## src/kpsd_pkg.sv

```systemverilog
// shared constants, types and key legend table for the keypad scanner
`default_nettype none
package kpsd_pkg;

  localparam int unsigned ROWS = 4;
  localparam int unsigned COLS = 4;
  localparam int unsigned KEY_COUNT = ROWS * COLS;
  localparam int unsigned POS_W = $clog2(KEY_COUNT + 1);
  localparam int unsigned CHAR_W = 7;
  localparam int unsigned SCAN_W = ROWS * COLS;
  localparam int unsigned IN_W = 2 * SCAN_W;
  localparam int unsigned OUT_W = KEY_COUNT + 1 + CHAR_W;

  typedef logic [KEY_COUNT-1:0] key_mask_t;
  typedef logic [CHAR_W-1:0] key_char_t;

  // packed from the top bit down, so new_keys lands in the lowest bits
  typedef struct packed {
    key_char_t key_char;
    logic      key_found;
    key_mask_t new_keys;
  } result_t;

  // legend by highest key position plus one, entry zero for no key
  localparam key_char_t KEY_LEGEND [0:KEY_COUNT] = '{
    7'h00,
    7'h31, 7'h32, 7'h33, 7'h41,
    7'h34, 7'h35, 7'h36, 7'h42,
    7'h37, 7'h38, 7'h39, 7'h43,
    7'h2A, 7'h30, 7'h23, 7'h44
  };

endpackage
`default_nettype wire

```

## src/kpsd_scan.sv

```systemverilog
// one keypad scan to key mask, lowest pressed row wins
`default_nettype none
module kpsd_scan (
  input  wire logic [kpsd_pkg::SCAN_W-1:0] rows_i,
  output logic      [kpsd_pkg::KEY_COUNT-1:0] mask_o
);
  import kpsd_pkg::*;

  logic [COLS-1:0] cols;

  always_comb begin
    mask_o = '0;
    for (int r = ROWS - 1; r >= 0; r--) begin
      cols = ~rows_i[r*COLS +: COLS];
      if (cols != '0) begin
        mask_o = '0;
        mask_o[r*COLS +: COLS] = cols;
      end
    end
  end

endmodule
`default_nettype wire

```

## src/kpsd_enc.sv

```systemverilog
// new key mask to result: found flag and legend of the highest key
`default_nettype none
module kpsd_enc (
  input  wire logic [kpsd_pkg::KEY_COUNT-1:0] fresh_i,
  output kpsd_pkg::result_t                   result_o
);
  import kpsd_pkg::*;

  logic [POS_W-1:0] pos;

  always_comb begin
    pos = '0;
    for (int i = 0; i < KEY_COUNT; i++) begin
      if (fresh_i[i]) begin
        pos = POS_W'(i + 1);
      end
    end
  end

  assign result_o.new_keys  = fresh_i;
  assign result_o.key_found = |fresh_i;
  assign result_o.key_char  = KEY_LEGEND[pos];

endmodule
`default_nettype wire

```

## src/keypad_scan_debounce_edge.sv

```systemverilog
// top level: keypad scan debounce and new key detection
// Each transaction carries two scans of a 4x4 keypad taken a debounce interval
// apart and yields exactly one result transaction. The block is a two-register
// pipeline: an input register, then scan decode, debounce AND, compare against
// the held key mask and legend encode, all combinational, into an output register.
// It takes one transaction per cycle while the output is not stalled. Each item
// passes from the input register to the output register, which raises output
// valid. The held key mask register updates as each item moves into the
// output register, so items follow back to back.
`default_nettype none
module keypad_scan_debounce_edge (
  input  wire logic                       clk_i,
  input  wire logic                       rst_ni,
  input  wire logic                       s_axis_tvalid_i,
  output logic                            s_axis_tready_o,
  // first_row0..3_cols, then second_row0..3_cols, 4 bits each from bit 0 up
  input  wire logic [kpsd_pkg::IN_W-1:0]  s_axis_tdata_i,
  output logic                            m_axis_tvalid_o,
  input  wire logic                       m_axis_tready_i,
  // new_keys [15:0], key_found [16], key_char [23:17]
  output logic      [kpsd_pkg::OUT_W-1:0] m_axis_tdata_o
);
  import kpsd_pkg::*;

  logic [IN_W-1:0] in_data_q;
  logic            in_valid_q, in_valid_d;
  key_mask_t       held_q, held_d;
  result_t         out_q, result;
  logic            out_valid_q, out_valid_d;
  logic            advance;
  key_mask_t       first_mask, second_mask, stable, fresh;

  kpsd_scan u_scan_first (
    .rows_i (in_data_q[SCAN_W-1:0]),
    .mask_o (first_mask)
  );

  kpsd_scan u_scan_second (
    .rows_i (in_data_q[IN_W-1:SCAN_W]),
    .mask_o (second_mask)
  );

  assign stable = first_mask & second_mask;
  assign fresh  = stable & ~held_q;

  kpsd_enc u_enc (
    .fresh_i  (fresh),
    .result_o (result)
  );

  assign advance         = in_valid_q && (!out_valid_q || m_axis_tready_i);
  assign s_axis_tready_o = !in_valid_q || advance;

  always_comb begin
    in_valid_d = in_valid_q;
    if (s_axis_tvalid_i && s_axis_tready_o) begin
      in_valid_d = 1'b1;
    end else if (advance) begin
      in_valid_d = 1'b0;
    end
    out_valid_d = out_valid_q;
    if (advance) begin
      out_valid_d = 1'b1;
    end else if (m_axis_tready_i) begin
      out_valid_d = 1'b0;
    end
    held_d = advance ? stable : held_q;
  end

  always_ff @(posedge clk_i or negedge rst_ni) begin
    if (!rst_ni) begin
      in_valid_q  <= 1'b0;
      out_valid_q <= 1'b0;
      held_q      <= '0;
    end else begin
      in_valid_q  <= in_valid_d;
      out_valid_q <= out_valid_d;
      held_q      <= held_d;
    end
  end

  always_ff @(posedge clk_i) begin
    if (s_axis_tvalid_i && s_axis_tready_o) begin
      in_data_q <= s_axis_tdata_i;
    end
    if (advance) begin
      out_q <= result;
    end
  end

  assign m_axis_tvalid_o = out_valid_q;
  assign m_axis_tdata_o  = out_q;

endmodule
`default_nettype wire

```

## config.mk

```make
export PLATFORM = sky130hd
export DESIGN_NAME = keypad_scan_debounce_edge
export DESIGN_NICKNAME = d
export VERILOG_FILES = /design/src/kpsd_pkg.sv /design/src/kpsd_scan.sv /design/src/kpsd_enc.sv /design/src/keypad_scan_debounce_edge.sv
export SDC_FILE = /design/constraint.sdc
export NUM_CORES = 1
export LEC_CHECK = 0
export BUFFER_PORTS_ARGS = -buffer_cell sky130_fd_sc_hd__buf_2
export CELL_PAD_IN_SITES_DETAIL_PLACEMENT = 1
export CELL_PAD_IN_SITES_GLOBAL_PLACEMENT = 2
export CORE_MARGIN = 4
export CORE_UTILIZATION = 40
export CTS_CLUSTER_DIAMETER = 60
export DETAILED_ROUTE_END_ITERATION = 16
export PLACE_DENSITY_LB_ADDON = 0.1
export SLEW_MARGIN = 40
export SYNTH_ARGS = -nofsm -noshare
export SYNTH_HDL_FRONTEND = slang
export SYNTH_SLANG_ARGS = --single-unit
```

## constraint.sdc

```tcl
create_clock -name clk_i -period 4.8 [get_ports clk_i]
set_input_delay 0 -clock clk_i [delete_from_list [all_inputs] [get_ports clk_i]]
set_output_delay 0 -clock clk_i [all_outputs]
set_load 0.02 [all_outputs]
```

== Word level (Yosys, flattened, before mapping) ==
Memory sizes are Yosys's and may differ from the RTL's. A register that Yosys moved wholly into a read port is not among the register bits.
Index checks and enable logic that the tools add are counted.
Word-level totals
  ROM bits: 224
  memories kept: 1
  output and inout port bits: 26
  logic and storage cells: 64
  bits in registers: 67
  input bits: 36
Operators by class
  reductions and logical operators: 17
  muxes and demuxes: 28
  bitwise operators: 12
Memories
  (name not given): depth 32, width 7, rd ports 1, clocked after memory_dff 1, wr ports 0, RTL line kpsd_enc.sv:22  | assign result_o.key_char = KEY_LEGEND[pos];
Operator list (number)
  16-bit two-way mux: 8
  16-bit AND: 2
  4-bit two-way mux: 8
  4-bit NOT: 8
  4-bit nonzero test: 8
  16-bit NOT: 1
  16-bit OR reduction: 1
  3-bit two-way mux: 4
  5-bit NOT with 6-bit output: 1
  1-bit two-way mux: 5
  5-bit two-way mux: 1
  2-bit two-way mux: 2
  2-bit nonzero test: 2
  1-bit logical AND: 2
  1-bit zero test: 2
  1-bit logical OR: 2

== Depth between registers and ports, before layout ==
Gate-level depths: netlist (run 1).
  depth in word-level cells: 25
  depth in mapped cells: 13
  gate-level depth less buffers: 11

== Hierarchy ==
A second synthesis (run 1) with hierarchy kept.
Second synthesis, totals
  cells, all modules: 261
  area, all modules: 3321.9 um^2
Modules (own cells, without submodules)
  keypad_scan_debounce_edge: seq. area each 2132.0 um^2, times used 1, cells an instance 145, area an instance 2546.2 um^2
  kpsd_enc: seq. area each 0.0 um^2, times used 1, cells an instance 76, area an instance 523.0 um^2
  kpsd_scan: seq. area each 0.0 um^2, times used 2, cells an instance 20, area an instance 126.4 um^2

== Worst setup path before layout (run 1) ==
No wires, ideal clock.
  kind: reg2reg
  from: register in_data_q[18]
  to: register m_axis_tdata_o[19] (netlist name)
  period minus slack after synthesis: 3016 ps
  setup time: 258 ps
  stages on the path, launching flop included: 14
  buffers on the path: 3
  data arrival time: 2757 ps
  data required time: 4542 ps
  path slack: 1784 ps
  cell sequence: edfxtp_1 -> nand4_2 -> or4_1 -> buf_2 -> or2_1 -> buf_6 -> or4_4 -> buf_6 -> nand3_2 -> inv_2 -> ha_1 -> nor2b_1 -> a31oi_1 -> o21ai_1
Between the ends
  word-level cells in the longest chain between the ends: 22
RTL lines
  start, declared: RTL line keypad_scan_debounce_edge.sv:25  | logic [IN_W-1:0] in_data_q;
  start signal, assigned: RTL line keypad_scan_debounce_edge.sv:84  | in_data_q <= s_axis_tdata_i;
  4-bit NOT *: RTL line kpsd_scan.sv:14  | cols = ~rows_i[r*COLS +: COLS];
  4-bit nonzero test: RTL line kpsd_scan.sv:15  | if (cols != '0) begin
  16-bit two-way mux *: RTL line kpsd_scan.sv:15
  16-bit AND *: RTL line keypad_scan_debounce_edge.sv:43  | assign stable = first_mask & second_mask;
  16-bit AND *: RTL line keypad_scan_debounce_edge.sv:44  | assign fresh = stable & ~held_q;
  1-bit two-way mux: RTL line kpsd_enc.sv:14  | if (fresh_i[i]) begin
  2-bit two-way mux (2 in a row): RTL line kpsd_enc.sv:14
  3-bit two-way mux (4 in a row): RTL line kpsd_enc.sv:14
  4-bit two-way mux (8 in a row): RTL line kpsd_enc.sv:14
  5-bit two-way mux *: RTL line kpsd_enc.sv:14
  5-bit NOT with 6-bit output (not written as such) *: RTL line kpsd_enc.sv:22
Mark *: on every way between the ends. The rest lies on a longest branch, timed or not.
A chain may end at the register's enable or synchronous reset.

== Final worst setup path (run 1) ==
  from: register in_data_q[17]
  to: register m_axis_tdata_o[19] (netlist name)
Between the ends
  word-level cells in the longest chain between the ends: 22
RTL lines (RTL line)
  4-bit NOT *: kpsd_scan.sv:14
  4-bit nonzero test: kpsd_scan.sv:15
  16-bit two-way mux *: kpsd_scan.sv:15
  16-bit AND *: keypad_scan_debounce_edge.sv:43
  16-bit AND *: keypad_scan_debounce_edge.sv:44
  1-bit two-way mux: kpsd_enc.sv:14
  2-bit two-way mux (2 in a row): kpsd_enc.sv:14
  3-bit two-way mux (4 in a row): kpsd_enc.sv:14
  4-bit two-way mux (8 in a row): kpsd_enc.sv:14
  5-bit two-way mux *: kpsd_enc.sv:14
  5-bit NOT with 6-bit output (not written as such) *: kpsd_enc.sv:22
Marked as above.

==> flow_summary_export.csv, run 1 <==
group,metric,value,unit
worst_setup_path,slowest_delay,0.75,ns
clock_tree,max-clock-path-buffers,2,
worst_setup_path,worst-r2r-cell-count,10,
timing,setup-tns-final,0,ns
worst_setup_path,regToRegEndpoint,"m_axis_tdata_o[19]",
yosys,synth.ff_latch_count,74,
timing,final_critical_path_setup_slack,1.46,ns
die,initial_utilization,0.416,
timing,max_clock_freq,300,MHz
clock_tree,clk_pin_slew,0.08,ns
clock_tree,htree_levels,3,
die,row_count,31,
pwr,worst_ir_drop_vdd,207,uV
yosys,synth_common_cells,"sky130_fd_sc_hd__edfxtp_1, sky130_fd_sc_hd__nand2_1, sky130_fd_sc_hd__dfrtp_1, sky130_fd_sc_hd__nor2_1",
finish,layout.cells.non_filler,427,
finish,n_antenna_cell,0,
worst_setup_path,arrival_time_at_the_worst_endpoint,3.44,ns
yosys,number_of_synthesized_flops_with_an_enable_pin,56,
die,coreArea,7330,um2
finish,drive_above_1_share,0.284,
yosys,ys_seq_area_frac,0.700,
die,vert_die_dim,95.3,um
place,placed_instances,375,
timing,worst-slew-pin-transition,0.583,ns
routing,drtPass1Iterations,4,
yosys,post-synth-top-area-cell,"sky130_fd_sc_hd__edfxtp_1",
timing,relSlewSlack,0.608,
clock_tree,postCtsSetupRepairBufs,0,
routing,routedWlPerCell,15.9,um
clock_tree,cts_root_buffer,"sky130_fd_sc_hd__clkbuf_8",
min_path,min-delay-path-class,"in -> async",
global_route,grt_first_pass_wirelength,11300,um
yosys,dominantRegCellSynth,"sky130_fd_sc_hd__edfxtp_1",
yosys,synth_cell_types,49,
worst_setup_path,timing.reg2reg.setup_slack,1.46,ns
finish,fin_util,0.545,
yosys,post_synth_main_area_contributors,"sky130_fd_sc_hd__edfxtp_1, sky130_fd_sc_hd__dfrtp_1, sky130_fd_sc_hd__o41ai_1",
global_route,antenna_violations_before_repair,0,
timing,worst_hold_slack,0.137,ns
clock_tree,cts_made_buffers,9,
die,die_w,95.3,um
pwr,static-leakage-power,1.59,nW
clock_tree,clock_tree_from_tritoncts,"yes",
pwr,power.total,1.36,mW
routing,detail_route.wirelength,6810,um
global_route,grt_start_max_net_pins,34,
place,sum_of_net_half_perimeters_after_detailed_placement,4730,um
place,placement.setup.worst_slack,1.45,ns
yosys,synth_async_sr_flop_share,0.243,
yosys,postSynthAreaPerCell,13.8,um2
clock_tree,clock_latency,0.34,ns
worst_setup_path,timing.critical_path.cells,"nand4_2 > or4_1 > or2_1 > or4_4 > nand3_2 > inv_2 > ha_1 > nor2b_1 > a31oi_1 > o21ai_1",
place,number_of_port_buffers,61,
global_route,grt_pass1_vias,2247,
worst_setup_path,worstSetupPathType,"reg -> reg",
worst_setup_path,worst_path_required_time,4.90,ns
timing,skew,0.0115,ns
timing,setup_viol_count_final,0,
status,run_status,"finished, final reports clean",
finish,layout-area-overhead-vs-synth,31.1,%
timing,timing.final.hold_violations,0,
place,globalplace.congestion,0.762,
timing,share_of_the_cycle_needed_by_the_critical_path_after_routing,0.695,
yosys,synthesized_netlist_net_count,261,
routing,drc_errors,0,
die,io_pins,62,
die,fp.dieArea,9080,um2
global_route,gr-usage-all-layers,0.166,
worst_setup_path,timing.critical_path.from,"in_data_q[17]",
global_route,remaining_overflow_grt,0,
finish,final_nets,364,
worst_setup_path,regToRegStartpoint,"in_data_q[17]",
yosys,synth_most_common_cell,"sky130_fd_sc_hd__edfxtp_1",
routing,vias_per_cell,5.14,
routing,detailedRoute.firstIterationViolations,79,
flow_run,timing.max_cap.violations,0,
yosys,synth_cells,220,
routing,route.antenna.remaining_nets,0,
timing,rsz0062_at_grt,"false",
yosys,netlist_area,3050,um2
yosys,netlist.area_leader.share,0.552,
worst_setup_path,critical_path.max_fanout,10,
finish,layout.cell_area.non_filler,4000,um2
worst_setup_path,worstSetupEndpointType,"register",
finish,fill_cells,765,
timing,final_max_slew_viol_count,0,
routing,vias,2194,
clock_tree,cts.sinks,74,
timing,layout_min_cycle_time,3.34,ns
yosys,synth.yosys.warnings,0,
worst_setup_path,worst_path_max_delay_cell,"sky130_fd_sc_hd__or4_1",
worst_setup_path,critPathLaunchType,"register",
pwr,power.density_cell_area,340,nW/um2
place,detailed_place.area,3450,um2
## report_power, final
part	internal, mW	total [mW]	switching [mW]	leakage, nW
Clock	0.212	0.433	0.221	0.0888
Combinational	0.0693	0.168	0.0985	0.712
Sequential	0.738	0.758	0.0199	0.788
## worst max-delay path by stage
stage,end,slack (ns),cells after the start
CTS,m_axis_tdata_o[19],1.45,10
global route,m_axis_tdata_o[19],1.24,10
finish,m_axis_tdata_o[19],1.46,10
detailed placement,m_axis_tdata_o[19],1.45,10
floorplan,m_axis_tdata_o[19],1.78,13
global placement,m_axis_tdata_o[19],1.57,10
## worst max-delay path, delay by kind of cell (launching register included)
kind / cells / cell delay, ns
AND/OR/NAND/NOR: 6 / 2.23
buffers and inverters: 1 / 0.05
AO/OA/AOI/OAI: 2 / 0.23
flip-flops: 1 / 0.39
adder cells (fa/ha/maj): 1 / 0.20
## logic make-up (layout without fill, tap and decap cells)
kind of cell,count (synthesis),after routing,synth area share
and+or+nand+nor,81,81,0.142
DFF,74,74,0.700
AOI/OAI and AO/OA,45,45,0.112
muxes,1,1,0.00329
buffers and inverters,14,122,0.0230
adders and majority gates,5,5,0.0205
## per-layer routing
layer | up-vias | wire [um] | share of wire | track usage
li1 | 1056 | - | - | -
met1 | 1084 | 3120 | 0.46 | 0.216
met2 | 46 | 3360 | 0.49 | 0.262
met3 | 8 | 237 | 0.035 | 0.0363
met4 | 0 | 91 | 0.013 | 0.0829
met5 | - | 0 | 0 | 0
## state kept, by name, summed over array words and instances (netlist names)
register	flops
in_data_q	32
m_axis_tvalid_o	1
in_valid_q	1
held_q	16
m_axis_tdata_o	24
## layout make-up
class / instances / area [um2] / share of cell area
clock inverters: 5 / 28.8 / 0.00720
inverters: 7 / 27.5 / 0.00689
well taps: 99 / 124 / 0.0310
clock buffers: 11 / 151 / 0.0379
multi-input cells: 132 / 851 / 0.213
repair buffers: 99 / 681 / 0.170
flip-flops and latches: 74 / 2130 / 0.534
## cell usage in the layout, fill, tap and decap left out, types with 3 or more instances in the layout
cell / count
sky130_fd_sc_hd__nand3_1: 3
sky130_fd_sc_hd__inv_2: 3
sky130_fd_sc_hd__ha_1: 5
sky130_fd_sc_hd__buf_2: 61
sky130_fd_sc_hd__dfrtp_1: 18
sky130_fd_sc_hd__nand2b_1: 4
sky130_fd_sc_hd__nand4_1: 4
sky130_fd_sc_hd__inv_1: 3
sky130_fd_sc_hd__nand2_1: 20
sky130_fd_sc_hd__clkinv_2: 3
sky130_fd_sc_hd__o31ai_1: 5
sky130_fd_sc_hd__o41ai_1: 11
sky130_fd_sc_hd__or3_1: 11
sky130_fd_sc_hd__a21oi_1: 5
sky130_fd_sc_hd__clkbuf_8: 11
sky130_fd_sc_hd__o21ai_0: 3
sky130_fd_sc_hd__nor2_1: 13
sky130_fd_sc_hd__or2_2: 3
sky130_fd_sc_hd__dlygate4sd3_1: 36
sky130_fd_sc_hd__nor3_1: 10
sky130_fd_sc_hd__edfxtp_1: 56
## timing repair
item	CTS	global route
hold endpoints to repair	52	0
hold buffers	36	0
resized for setup	0	0
Power figures use the tool's default switching activity.
==> run 2: changes to the inputs <==
CORE_UTILIZATION = 33   (was 40)
clock period = 3.05 ns   (was 4.8 ns; I/O delays follow)
==> flow_summary_export.csv, run 2 (synthesis gave the netlist of run 1 again) <==
group,metric,value,unit
status,run_status,"finished, final reports clean",
worst_setup_path,critPathLaunchType,"register",
global_route,grt_first_pass_wirelength,12400,um
worst_setup_path,critical_path.max_fanout,6,
die,vert_die_dim,104,um
routing,detailedRoute.firstIterationViolations,96,
finish,layout.cells.most_common_list,"sky130_fd_sc_hd__buf_2, sky130_fd_sc_hd__edfxtp_1, sky130_fd_sc_hd__dlygate4sd3_1",
routing,drtPass1Iterations,4,
die,coreArea,8850,um2
die,io_pins,62,
finish,largest_register_ff_count,32,
finish,fill_cells,931,
routing,route.antenna.remaining_nets,0,
timing,share_of_the_cycle_needed_by_the_critical_path_after_routing,0.948,
routing,drc_errors,0,
worst_setup_path,worstSetupEndpointType,"register",
clock_tree,clk_pin_slew,0.08,ns
die,initial_utilization,0.344,
global_route,gr-usage-all-layers,0.145,
worst_setup_path,worst_path_required_time,3.15,ns
routing,vias,2166,
place,detailed_place.area,3500,um2
finish,registers.top_by_ff_count,"in_data_q",
clock_tree,max-clock-path-buffers,2,
timing,max_clock_freq,346,MHz
pwr,worst_ir_drop_vdd,251,uV
pwr,static-leakage-power,1.63,nW
worst_setup_path,worstSetupPathType,"reg -> reg",
place,globalplace.congestion,0.821,
clock_tree,clock_latency,0.34,ns
global_route,remaining_overflow_grt,0,
finish,drive_above_1_share,0.296,
timing,relSlewSlack,0.604,
min_path,min-delay-path-class,"in -> async",
clock_tree,htree_levels,3,
die,die_w,104,um
timing,worst-slew-pin-transition,0.589,ns
timing,skew,0.00593,ns
finish,layout.cells.non_filler,443,
pwr,power.total,2.21,mW
routing,detail_route.wirelength,7280,um
clock_tree,cts_made_buffers,9,
flow_run,timing.max_cap.violations,0,
die,fp.dieArea,10800,um2
pwr,power.density_cell_area,541,nW/um2
global_route,antenna_violations_before_repair,0,
timing,setup-tns-final,0,ns
routing,vias_per_cell,4.89,
finish,n_antenna_cell,0,
routing,routedWlPerCell,16.4,um
place,number_of_port_buffers,61,
clock_tree,clock_tree_from_tritoncts,"yes",
timing,timing.final.hold_violations,0,
place,sum_of_net_half_perimeters_after_detailed_placement,5110,um
finish,final_nets,371,
global_route,grt_start_max_net_pins,33,
timing,final_max_slew_viol_count,0,
finish,layout.cells.most_common,"sky130_fd_sc_hd__buf_2",
timing,layout_min_cycle_time,2.89,ns
place,placed_instances,390,
global_route,grt_pass1_vias,2328,
clock_tree,cts_root_buffer,"sky130_fd_sc_hd__clkbuf_8",
worst_setup_path,arrival_time_at_the_worst_endpoint,2.99,ns
timing,setup_viol_count_final,0,
finish,fin_util,0.461,
clock_tree,cts.sinks,74,
die,row_count,34,
finish,layout-area-overhead-vs-synth,34.0,%
finish,layout.cell_area.non_filler,4080,um2
[run 2: layout make-up]
cell class,count,area [um2],share of cell area
multi-input combinational,132,860,0.211
timing repair buffer,106,733,0.180
sequential,74,2130,0.522
clock inverter,6,56.3,0.0138
clock buffer,10,138,0.0337
inverter,7,27.5,0.00674
tap,108,135,0.0331
[run 2: power breakdown]
group	internal, mW	switching (mW)
sequential	1.16	0.0325
combinational	0.111	0.159
clock	0.392	0.352
total	1.66	0.543
[run 2: what timing repair did]
item,in CTS,in global routing
endpoints found under the setup margin,0,4
hold endpoints to repair,52,0
setup buffers,0,1
resized for setup,0,3
hold buffers,36,0
[run 2: metal layers]
layer,GRT usage,wire (um),vias up,part of all wire
met5,0,0,-,0
met2,0.231,3480,49,0.48
li1,-,-,1071,-
met4,0.0541,111,0,0.015
met3,0.0348,283,11,0.039
met1,0.193,3410,1035,0.47
[run 2: worst max-delay path, stage by stage, from the launching register on]
cell	delay, ns
sky130_fd_sc_hd__edfxtp_1	0.40
sky130_fd_sc_hd__nand4_2	0.19
sky130_fd_sc_hd__or4_4	0.56
sky130_fd_sc_hd__or2_4	0.29
sky130_fd_sc_hd__or4_4	0.45
sky130_fd_sc_hd__nand3_2	0.13
sky130_fd_sc_hd__inv_2	0.05
sky130_fd_sc_hd__ha_1	0.21
sky130_fd_sc_hd__nor2b_1	0.13
sky130_fd_sc_hd__a31oi_1	0.16
sky130_fd_sc_hd__o21ai_1	0.07
[run 2: final timing paths]
check,slack (ns),cells after the start,start,to
worst max-delay path,0.16,10,in_data_q[2],m_axis_tdata_o[19]
min in group clk_i,0.36,2,s_axis_tdata_i[5],in_data_q[5]
worst min register to register,0.47,1,in_data_q[12],held_q[12]
worst max register to register,0.16,10,in_data_q[2],m_axis_tdata_o[19]
max in group asynchronous,2.56,2,rst_ni,held_q[14]
worst min-delay path,0.16,2,rst_ni,held_q[10]
[run 2: stage by stage]
stage / hold WS [ns] / setup WS [ns]
2_1_floorplan: -0.296 / 0.0345
3_3_place_gp: -0.0137 / 0.186
3_5_place_dp: -0.0114 / 0.0964
4_1_cts: 0.140 / 0.0659
5_1_grt: 0.169 / -0.00573
6_report: 0.164 / 0.158
